`src/bps_pkg.sv`:
```
// shared constants, types and helper functions of the byte pattern search block
`timescale 1ns / 1ps

package bps_pkg;

  localparam int BYTE_W          = 8;
  localparam int OFFSET_W        = 64;
  localparam int LEN_W           = 5;
  localparam int COUNT_W         = 10;
  localparam int CFG_IDX_W       = 3;
  localparam int CFG_DATA_W      = 64;
  localparam int REG_BYTES       = 8;
  localparam int MAX_PATTERN_DEF = 16;

  // configuration register indexes
  localparam logic [CFG_IDX_W-1:0] REG_PATTERN_LOW    = 3'd0;
  localparam logic [CFG_IDX_W-1:0] REG_PATTERN_HIGH   = 3'd1;
  localparam logic [CFG_IDX_W-1:0] REG_PATTERN_LENGTH = 3'd2;
  localparam logic [CFG_IDX_W-1:0] REG_EXACT_CASE     = 3'd3;
  localparam logic [CFG_IDX_W-1:0] REG_BASE_OFFSET    = 3'd4;
  localparam logic [CFG_IDX_W-1:0] REG_MATCH_LIMIT    = 3'd5;

  localparam logic               EXACT_CASE_RST  = 1'b1;
  localparam logic [COUNT_W-1:0] MATCH_LIMIT_RST = 10'd1000;

  localparam logic [BYTE_W-1:0] CHAR_UPPER_A = 8'h41;
  localparam logic [BYTE_W-1:0] CHAR_UPPER_Z = 8'h5A;
  localparam logic [BYTE_W-1:0] CASE_DELTA   = 8'h20;

  // compare result handed from the matcher to the pipeline
  typedef struct packed {
    logic                hit;
    logic [OFFSET_W-1:0] rel;
  } match_t;

  function automatic logic [BYTE_W-1:0] fold_byte(input logic [BYTE_W-1:0] b,
                                                  input logic case_sens);
    logic [BYTE_W-1:0] res;
    res = b;
    if (!case_sens && (b >= CHAR_UPPER_A) && (b <= CHAR_UPPER_Z)) begin
      res = b + CASE_DELTA;
    end
    return res;
  endfunction

  // pattern bytes beyond the two registers read as zero
  function automatic logic [BYTE_W-1:0] pattern_byte(input logic [CFG_DATA_W-1:0] lo,
                                                     input logic [CFG_DATA_W-1:0] hi,
                                                     input int unsigned k);
    logic [BYTE_W-1:0] res;
    res = '0;
    if (k < REG_BYTES) begin
      res = BYTE_W'(lo >> (BYTE_W * k));
    end else if (k < 2 * REG_BYTES) begin
      res = BYTE_W'(hi >> (BYTE_W * (k - REG_BYTES)));
    end
    return res;
  endfunction

endpackage

```
`src/byte_pattern_search_top.sv`:
```
// top level of the byte pattern search block: config registers, window state, pipeline
`timescale 1ns / 1ps

// channel   direction  handshake              payload
// in        sink       in_valid / in_stall    in_data_byte, in_last_in
// out       source     out_valid / out_stall  out_match_offset, out_match_len
// cfg       sink       cfg_wr_en              cfg_index, cfg_wdata
//
// one byte per cycle sustained while the output does not stall; a taken byte's match
// passes the input register, the compare stage and the offset add into the output register
// reset is synchronous and clears config to defaults, the window state and all valids
// a stalled output holds its stages; in_stall rises only once all three stages are full
// the byte flagged last clears the window state after its own compare

module byte_pattern_search_top #(
  parameter int MAX_PATTERN_BYTES = bps_pkg::MAX_PATTERN_DEF
) (
  input  logic                              clk,
  input  logic                              rst_n,
  input  logic                              in_valid,
  output logic                              in_stall,
  input  logic [bps_pkg::BYTE_W-1:0]        in_data_byte,
  input  logic                              in_last_in,
  output logic                              out_valid,
  input  logic                              out_stall,
  output logic [bps_pkg::OFFSET_W-1:0]      out_match_offset,
  output logic [bps_pkg::LEN_W-1:0]         out_match_len,
  input  logic                              cfg_wr_en,
  input  logic [bps_pkg::CFG_IDX_W-1:0]     cfg_index,
  input  logic [bps_pkg::CFG_DATA_W-1:0]    cfg_wdata
);

  localparam int HIST_D = (MAX_PATTERN_BYTES > 1) ? MAX_PATTERN_BYTES - 1 : 1;

  // configuration
  logic [bps_pkg::CFG_DATA_W-1:0] pattern_low_r;
  logic [bps_pkg::CFG_DATA_W-1:0] pattern_high_r;
  logic [bps_pkg::LEN_W-1:0]      pattern_length_r;
  logic                           exact_case_r;
  logic [bps_pkg::OFFSET_W-1:0]   base_offset_r;
  logic [bps_pkg::COUNT_W-1:0]    match_limit_r;

  // window state
  logic [bps_pkg::BYTE_W-1:0]     hist_r [HIST_D];
  logic [HIST_D*bps_pkg::BYTE_W-1:0] hist_flat;
  logic [bps_pkg::OFFSET_W-1:0]   pos_r;
  logic [bps_pkg::OFFSET_W-1:0]   pos_nxt;
  logic [bps_pkg::COUNT_W-1:0]    cnt_r;
  logic [bps_pkg::COUNT_W-1:0]    cnt_nxt;

  // pipeline
  logic                           a_vld_r;
  logic [bps_pkg::BYTE_W-1:0]     a_data_r;
  logic                           a_last_r;
  logic                           b_vld_r;
  logic [bps_pkg::OFFSET_W-1:0]   b_rel_r;
  logic [bps_pkg::LEN_W-1:0]      b_len_r;
  logic                           out_vld_r;
  logic [bps_pkg::OFFSET_W-1:0]   out_off_r;
  logic [bps_pkg::LEN_W-1:0]      out_len_r;

  logic                           c_free;
  logic                           b_free;
  logic                           a_fire;
  logic                           in_fire;
  bps_pkg::match_t                cmp;

  assign c_free  = !out_vld_r || !out_stall;
  assign b_free  = !b_vld_r || c_free;
  assign a_fire  = a_vld_r && b_free;
  assign in_stall = a_vld_r && !b_free;
  assign in_fire = in_valid && !in_stall;

  assign out_valid        = out_vld_r;
  assign out_match_offset = out_off_r;
  assign out_match_len    = out_len_r;

  always_ff @(posedge clk) begin
    if (!rst_n) begin
      pattern_low_r    <= '0;
      pattern_high_r   <= '0;
      pattern_length_r <= '0;
      exact_case_r     <= bps_pkg::EXACT_CASE_RST;
      base_offset_r    <= '0;
      match_limit_r    <= bps_pkg::MATCH_LIMIT_RST;
    end else if (cfg_wr_en) begin
      case (cfg_index)
        bps_pkg::REG_PATTERN_LOW:    pattern_low_r    <= cfg_wdata;
        bps_pkg::REG_PATTERN_HIGH:   pattern_high_r   <= cfg_wdata;
        bps_pkg::REG_PATTERN_LENGTH: pattern_length_r <= cfg_wdata[bps_pkg::LEN_W-1:0];
        bps_pkg::REG_EXACT_CASE:     exact_case_r     <= cfg_wdata[0];
        bps_pkg::REG_BASE_OFFSET:    base_offset_r    <= cfg_wdata;
        bps_pkg::REG_MATCH_LIMIT:    match_limit_r    <= cfg_wdata[bps_pkg::COUNT_W-1:0];
        default: ;
      endcase
    end
  end

  always_comb begin
    for (int i = 0; i < HIST_D; i++) begin
      hist_flat[i*bps_pkg::BYTE_W +: bps_pkg::BYTE_W] = hist_r[i];
    end
  end

  bps_match #(
    .MAX_PATTERN_BYTES (MAX_PATTERN_BYTES),
    .HIST_D            (HIST_D)
  ) u_match (
    .cur_byte       (a_data_r),
    .hist           (hist_flat),
    .pattern_low    (pattern_low_r),
    .pattern_high   (pattern_high_r),
    .pattern_length (pattern_length_r),
    .exact_case     (exact_case_r),
    .byte_pos       (pos_r),
    .match_count    (cnt_r),
    .match_limit    (match_limit_r),
    .result         (cmp)
  );

  // position saturates at all ones
  assign pos_nxt = (&pos_r) ? pos_r : pos_r + bps_pkg::OFFSET_W'(1);
  assign cnt_nxt = cmp.hit ? cnt_r + bps_pkg::COUNT_W'(1) : cnt_r;

  always_ff @(posedge clk) begin
    if (!rst_n) begin
      for (int i = 0; i < HIST_D; i++) begin
        hist_r[i] <= '0;
      end
      pos_r <= '0;
      cnt_r <= '0;
    end else if (a_fire) begin
      if (a_last_r) begin
        for (int i = 0; i < HIST_D; i++) begin
          hist_r[i] <= '0;
        end
        pos_r <= '0;
        cnt_r <= '0;
      end else begin
        hist_r[0] <= a_data_r;
        for (int i = 1; i < HIST_D; i++) begin
          hist_r[i] <= hist_r[i-1];
        end
        pos_r <= pos_nxt;
        cnt_r <= cnt_nxt;
      end
    end
  end

  always_ff @(posedge clk) begin
    if (!rst_n) begin
      a_vld_r   <= 1'b0;
      b_vld_r   <= 1'b0;
      out_vld_r <= 1'b0;
    end else begin
      if (!a_vld_r || b_free) begin
        a_vld_r <= in_fire;
      end
      if (b_free) begin
        b_vld_r <= a_fire && cmp.hit;
      end
      if (c_free) begin
        out_vld_r <= b_vld_r;
      end
    end
  end

  // payload registers
  always_ff @(posedge clk) begin
    if (in_fire) begin
      a_data_r <= in_data_byte;
      a_last_r <= in_last_in;
    end
    if (b_free) begin
      b_rel_r <= cmp.rel;
      b_len_r <= pattern_length_r;
    end
    if (c_free) begin
      out_off_r <= base_offset_r + b_rel_r;
      out_len_r <= b_len_r;
    end
  end

endmodule

```
`src/bps_match.sv`:
```
// parallel window compare: checks the newest bytes against the configured pattern
`timescale 1ns / 1ps

module bps_match #(
  parameter int MAX_PATTERN_BYTES = bps_pkg::MAX_PATTERN_DEF,
  parameter int HIST_D            = (MAX_PATTERN_BYTES > 1) ? MAX_PATTERN_BYTES - 1 : 1
) (
  input  logic [bps_pkg::BYTE_W-1:0]        cur_byte,
  input  logic [HIST_D*bps_pkg::BYTE_W-1:0] hist,
  input  logic [bps_pkg::CFG_DATA_W-1:0]    pattern_low,
  input  logic [bps_pkg::CFG_DATA_W-1:0]    pattern_high,
  input  logic [bps_pkg::LEN_W-1:0]         pattern_length,
  input  logic                              exact_case,
  input  logic [bps_pkg::OFFSET_W-1:0]      byte_pos,
  input  logic [bps_pkg::COUNT_W-1:0]       match_count,
  input  logic [bps_pkg::COUNT_W-1:0]       match_limit,
  output bps_pkg::match_t                   result
);

  localparam int IDX_W = (MAX_PATTERN_BYTES > 1) ? $clog2(MAX_PATTERN_BYTES) : 1;
  localparam int SEL_W = bps_pkg::LEN_W + 2;

  logic [bps_pkg::BYTE_W-1:0]   win [MAX_PATTERN_BYTES];
  logic                         len_ok;
  logic                         pos_ok;
  logic                         all_eq;
  logic [bps_pkg::OFFSET_W-1:0] len_m1;

  // win[0] is the incoming byte, win[j] the byte j steps older
  always_comb begin
    win[0] = cur_byte;
    for (int j = 1; j < MAX_PATTERN_BYTES; j++) begin
      win[j] = hist[(j-1)*bps_pkg::BYTE_W +: bps_pkg::BYTE_W];
    end
  end

  always_comb begin
    logic [SEL_W-1:0]          idx;
    logic [bps_pkg::BYTE_W-1:0] d;
    logic [bps_pkg::BYTE_W-1:0] pb;
    all_eq = 1'b1;
    for (int p = 0; p < MAX_PATTERN_BYTES; p++) begin
      idx = SEL_W'(pattern_length) - SEL_W'(1) - SEL_W'(p);
      d   = win[idx[IDX_W-1:0]];
      pb  = bps_pkg::pattern_byte(pattern_low, pattern_high, p);
      if ((SEL_W'(p) < SEL_W'(pattern_length)) &&
          (bps_pkg::fold_byte(d, exact_case) != bps_pkg::fold_byte(pb, exact_case))) begin
        all_eq = 1'b0;
      end
    end
  end

  assign len_ok = (pattern_length != '0) &&
                  (SEL_W'(pattern_length) <= SEL_W'(MAX_PATTERN_BYTES));
  assign len_m1 = bps_pkg::OFFSET_W'(pattern_length) - bps_pkg::OFFSET_W'(1);
  // a match may not reach back past the start of the window
  assign pos_ok = (byte_pos >= len_m1);

  assign result.hit = len_ok && pos_ok && all_eq && (match_count < match_limit);
  assign result.rel = byte_pos - len_m1;

endmodule

```
`config.mk`:
```
export PLATFORM = sky130hd
export DESIGN_NAME = byte_pattern_search_top
export DESIGN_NICKNAME = d
export VERILOG_FILES = /design/src/bps_pkg.sv /design/src/byte_pattern_search_top.sv /design/src/bps_match.sv
export SDC_FILE = /design/constraint.sdc
export NUM_CORES = 2
export LEC_CHECK = 0
export ABC_AREA = 0
export BUFFER_PORTS_ARGS = -buffer_cell sky130_fd_sc_hd__buf_2
export CAP_MARGIN = 20
export CORE_UTILIZATION = 30
export DETAILED_ROUTE_END_ITERATION = 8
export SKIP_CTS_REPAIR_TIMING = 1
export SLEW_MARGIN = 20
export SYNTH_ARGS = -nofsm -noshare
export SYNTH_HDL_FRONTEND = slang
export SYNTH_HIERARCHICAL = 1
export SYNTH_SLANG_ARGS = --single-unit
```
`constraint.sdc`:
```
create_clock -name clk -period 9.5 [get_ports clk]
set_input_delay 0.95 -clock clk [delete_from_list [all_inputs] [get_ports clk]]
set_output_delay 0.95 -clock clk [all_outputs]
set_load 0.02 [all_outputs]
```
### Word-level counts from Yosys, hierarchy flattened

Memories as Yosys holds them, arrays and structs flattened.
Cells that the tools add are included.

| word-level totals | value |
|---|---|
| bits in registers | 432 |
| latch bits | 0 |
| memory bits (writable) | 120 |
| ROM bits | 0 |
| bits of input ports | 81 |
| output and inout bits | 71 |
| logic and storage cells | 487 |
| memories | 1 |

| cells by class | value |
|---|---|
| add/subtract/negate cells | 53 |
| multiply operators | 0 |
| divide/modulo/power cells | 0 |
| $lt $le $gt $ge | 99 |
| eq/ne operators | 22 |
| shifts and indexed selects | 0 |
| muxes and demuxes | 139 |
| bitwise logic cells | 46 |
| reductions and logical operators | 110 |

Memories:

| memory | words | bits a word | rd ports | clocked after Yosys merged registers in | write ports | line | source |
|---|---|---|---|---|---|---|---|
| hist_r | 15 | 8 | 15 | 0 | 15 | byte_pattern_search_top.sv:44 | `logic [bps_pkg::BYTE_W-1:0] hist_r [HIST_D];` |

Operators by type and width:

| operator | count |
|---|---|
| $mux W8 | 94 |
| $bmux W8 S4 | 16 |
| $add A8 B6 Y8 const B | 32 |
| $ge A8 B7 Y1 const B | 32 |
| $le A8 B7 Y1 const B | 32 |
| $mux W64 | 2 |
| $ne A8 B8 Y1 | 16 |
| $logic_and A1 B1 Y1 | 88 |
| $ge A5 B5 Y1 const B | 16 |
| $not A4 Y5 | 16 |
| $add A64 B1 Y64 const B | 1 |
| $add A64 B64 Y64 | 1 |
| $ge A64 B64 Y1 | 1 |
| $reduce_and A64 Y1 | 1 |
| $sub A64 B64 Y64 | 1 |
| $lt A4 B5 Y1 const A | 8 |
| $sub A4 B4 Y4 const B | 8 |
| $or A1 B1 Y1 | 30 |
| $mux W1 | 25 |
| $lt A3 B5 Y1 const A | 4 |
| $mux W10 | 2 |
| $reduce_and A2 Y1 | 8 |
| $sub A4 B3 Y4 const B | 4 |
| $add A10 B1 Y10 const B | 1 |
| other kinds (16) | 30 |

### Logic depth before layout (Yosys ltp)

| logic depth | value |
|---|---|
| word-level depth | 31 |
| depth in mapped cells | 32 |
| mapped depth without buffers | 24 |

### Hierarchy

Netlist, hierarchy kept.

Modules (own cells, without submodules):

| module | times used | cells each | area an instance (sq um) | seq. area each (sq um) |
|---|---|---|---|---|
| byte_pattern_search_top | 1 | 2395 | 24317.1 | 13643.1 |
| bps_match | 1 | 1820 | 16140.5 | 0.0 |

### Worst setup path after synthesis

No wires, ideal clock.

| timing | value |
|---|---|
| path type | reg2reg |
| from | register pattern_length_r[0] (netlist bit) |
| to | register cnt_r[9] (netlist bit) |
| library setup time | 133 ps |
| data arrival time | 7257 ps |
| required time | 9367 ps |
| path slack | 2110 ps |
| cell stages (with the launch flop) | 31 |
| path buffers | 8 |
| clock period less this slack | 7390 ps |
| path through | dfxtp_1 > buf_6 > buf_6 > inv_2 > clkbuf_1 > clkbuf_1 > ha_1 > buf_2 > xnor2_2 > buf_2 > buf_2 > ha_1 > nor2_1 > a32o_1 > or4_1 > clkbuf_1 > nand2_2 > mux4_2 > ha_1 > or4_1 > o21a_1 > xnor2_1 > o41ai_1 > o31ai_1 > a2111oi_2 > nor2_1 > nor2_1 > and4_1 > nand3_1 > xor2_1 > nor2_1 |

RTL lines:

| element | line | source |
|---|---|---|
| start, declared | byte_pattern_search_top.sv:38 | `logic [bps_pkg::LEN_W-1:0] pattern_length_r;` |
| start signal, assigned | byte_pattern_search_top.sv:90 | `bps_pkg::REG_PATTERN_LENGTH: pattern_length_r <= cfg_wdata[bps_pkg::LEN_W-1:0];` |
| end signal, assigned | byte_pattern_search_top.sv:145 | `cnt_r <= cnt_nxt;` |
| end, declared | byte_pattern_search_top.sv:48 | `logic [bps_pkg::COUNT_W-1:0] cnt_r;` |

==> parameters.txt <==
Parameter                              Value

Run status
  Result of the run ... complete, but fails checks
  Violated checks ... DRC

Synth
  Sequential-to-total area share from yosys stat ... 33.7%
  Top cell type's share of synthesized area ... 19.2%
  Synthesized cell area ... 0.0405 sq mm
  Total of flip-flops plus latches after synthesis ... 552
  Main area contributors after synthesis ... edfxtp_1, dfxtp_1, mux4_2
  Total of warnings raised by yosys ... 6
  Number of distinct standard cells referenced by the synthesized netlist ... 128
  Share of synthesized flip-flops with an asynchronous set or reset ... 0%
  Nets in the synthesized netlist ... 4472
  Post-synth EDFFs ... 259
  Number of instances in the synthesized netlist ... 4215
  Biggest area consumer among synthesized cells ... edfxtp_1
  Post-synth top flop ... dfxtp_1
  Per-instance average area after synthesis ... 9.60 sq um

Pwr
  Leakage power of the design ... 17.6 nW
  Peak supply drop ... 0.000103 V
  Power, Total ... 6.66 mW
  Power density over the cells ... 148 mW/mm^2

CTS
  Number of CTS-inserted buffers ... 67
  Insertion delay to the later sink of the worst-skew pair ... 630 ps
  Clock sinks ... 552
  Buffers from clock root to sink, at most ... 3
  CTS H-tree lvls ... 3
  Clock input transition at the sequential cells of the worst setup and hold paths ... 60 ps
  Clock tree from TritonCTS ... done
  Clk Tree Root Cell ... clkbuf_16

Setup path
  Biggest fanout along the worst timing path ... 54
  Path type of the worst setup path ... flip-flop to flip-flop
  Slowest cell on the critical path ... a311oi_1
  Kind of end point of the critical path ... flip-flop
  Launching element type of the critical path ... flip-flop
  Gate family responsible for the most delay along the worst path ... compound AO/OA/AOI/OAI gates
  WP data required ... 10020 ps
  Ordered cell list for the critical path ... inv_2, ha_4, buf_4, ha_2, nand2b_1, a311oi_1, nor2_2, mux2_2, o311ai_1, o21ai_0, xnor2_1, o2111a_1, o221ai_1, nor4_1, o2111ai_1, a2111oi_2, buf_4, nor2_1, nor2_1, and4_1, nand3_1, xor2_1, nor2_1
  Most prevalent standard cell on the critical path ... nor2_1
  Count of buffering cells on the critical path with inverters included ... 3
  Longest individual stage delay on the worst path ... 860 ps
  Worst endpoint data arrival time ... 7720 ps

Route
  Via density per instance ... 5.65
  Detail-routed net length per standard cell ... 23.3 microns
  Count of antenna-violating nets left after detailed routing ... 0
  Vias after detailed routing ... 34300
  Pre-antenna DRT Iters ... 8
  Final routed wirelength across all metal layers ... 141 mm
  Post-route DRC ... 62
  Detailed router's first-iteration violation count ... 4162

Floorplanning
  Count of boundary I/O pins ... 152
  Floorplan die height ... 369 microns
  Core region area ... 0.134 sq mm
  Effective utilization at floorplan ... 30.3%
  Placement Rows ... 134
  Die area ... 0.136 sq mm
  Horiz. Die Dim ... 369 microns

Finish
  Footprint of the multi-input gates ... 0.0255 sq mm
  FF/Latch Area ... 0.0137 sq mm
  Number of nets in the layout ... 4484
  Ratio of cells with drive above 1 in the final layout ... 14.5%
  Final-layout fill cell count ... 13600
  Area Overhead vs Synth ... 11.2%
  Final cell area excluding filler cells ... 0.0450 sq mm
  Most used cells in the layout excluding fill and tap cells ... nand2_1, dfxtp_1, edfxtp_1, a21boi_0, a21oi_1
  Most common library cell in the layout ignoring fill and taps ... nand2_1
  Count of non-filler cells in the finished layout ... 6065

Timing
  Setup TNS ... 0 ps
  Transition time of the tightest slew-check pin ... 1070 ps
  Worst clock skew ... 25.7 ps
  Worst slew margin relative to its limit ... 27.7%
  Max frequency ... 139 MHz
  Final Critical Period ... 7200 ps
  Ratio of final minimum period to clock period ... 75.8%
  Final Slew Violations ... 0
  Final-report setup violation count ... 0
  Setup repair after global routing missed its margin ... no
  Hold Fails Final Rpt ... 0

Place
  DP HPWL ... 108 mm
  Placed standard-cell area ... 0.0427 sq mm
  Number of buffers inserted by port buffering ... 151
  Final weighted congestion of routability-driven global placement ... 0.982
  Cell Count Post-Placement ... 5926

GRT
  Total global routing track utilization ... 20.2%
  Antenna violations before repair ... 32
  Aggregate global routing overflow ... 0
  First-pass GRT wire length ... 209 mm
  Largest net degree at the start of global routing ... 179
  Number of global-route vias before repair ... 31400

Min path
  Worst hold-check path type ... flip-flop to flip-flop

Run
  Number of maximum-capacitance constraint violations ... 0
kinds of logic after synthesis:
logic type / share of synthesized area (%)
XOR/XNOR: 6.25
buffers and inverters: 3.50
adder cells (fa/ha/maj): 5.53
flip-flops: 33.7
multiplexers: 15.6
AO/OA/AOI/OAI: 17.9
AND/OR/NAND/NOR: 17.5
flip-flops by register name, indices dropped and copies added, names as in the netlist, 8 cells and up:
register	flops
hist_r	120
b_rel_r	64
base_offset_r	64
out_match_offset	64
pattern_high_r	64
pattern_low_r	64
pos_r	64
cnt_r	10
match_limit_r	10
a_data_r	8
final cells by class:
type	count	share of cell area, %
tap	1768	4.92
clock buffer	97	4.37
timing repair buffer	190	2.43
sequential	552	30.3
inverter	67	0.565
multi-input combinational	3349	56.7
clock inverter	24	0.606
antenna	18	0.100
synthesized netlist by cell type, types with 27 or more instances:
library cell / instances
a21oi_1: 220
mux2_2: 58
ha_1: 174
nor3_1: 71
xor2_1: 125
buf_2: 53
mux4_2: 171
inv_1: 63
nand4_1: 70
edfxtp_1: 259
a31oi_1: 46
xnor2_1: 138
o21ai_0: 190
a211oi_1: 31
or3_1: 27
dfxtp_1: 293
nand3_1: 91
a21boi_0: 222
clkbuf_1: 150
nor2b_1: 38
and2_1: 134
mux2i_1: 167
and3_1: 45
nand2_1: 593
a21o_1: 114
nor2_1: 184
o31ai_1: 30
final timing paths:
kind	from	endpoint	slack [ps]	cells after the start
worst min register to register	b_len_r[2]	out_match_len[2]	440	0
worst min-delay path	b_len_r[2]	out_match_len[2]	440	0
worst max register to register	pattern_length_r[0]	cnt_r[7]	2300	23
worst max-delay path	pattern_length_r[0]	cnt_r[7]	2300	23
where the power goes:
group	internal, mW	total (mW)	switching (mW)	leakage, nW
registers	2.61	2.71	0.104	5.30
clock network	1.58	2.65	1.07	1.10
logic	0.507	1.29	0.785	11.2
per-layer routing:
layer,vias up,global-route usage [%],wire [microns]
met2,1440,30.1,60500
li1,15800,-,-
met3,234,4.66,13100
met5,-,0,206
met1,16800,28.4,62900
met4,36,6.64,4640
per-stage QoR:
stage / util [%] / hold WS (ps) / setup WS [ps]
2_1_floorplan: - / 400 / 2110
3_3_place_gp: 31.9 / 405 / 2480
3_5_place_dp: 32.0 / 419 / 2430
4_1_cts: 33.6 / 444 / 2420
5_1_grt: 33.6 / 468 / 1760
6_report: 33.7 / 438 / 2300
Note: power is estimated with default switching activity, not from simulation.
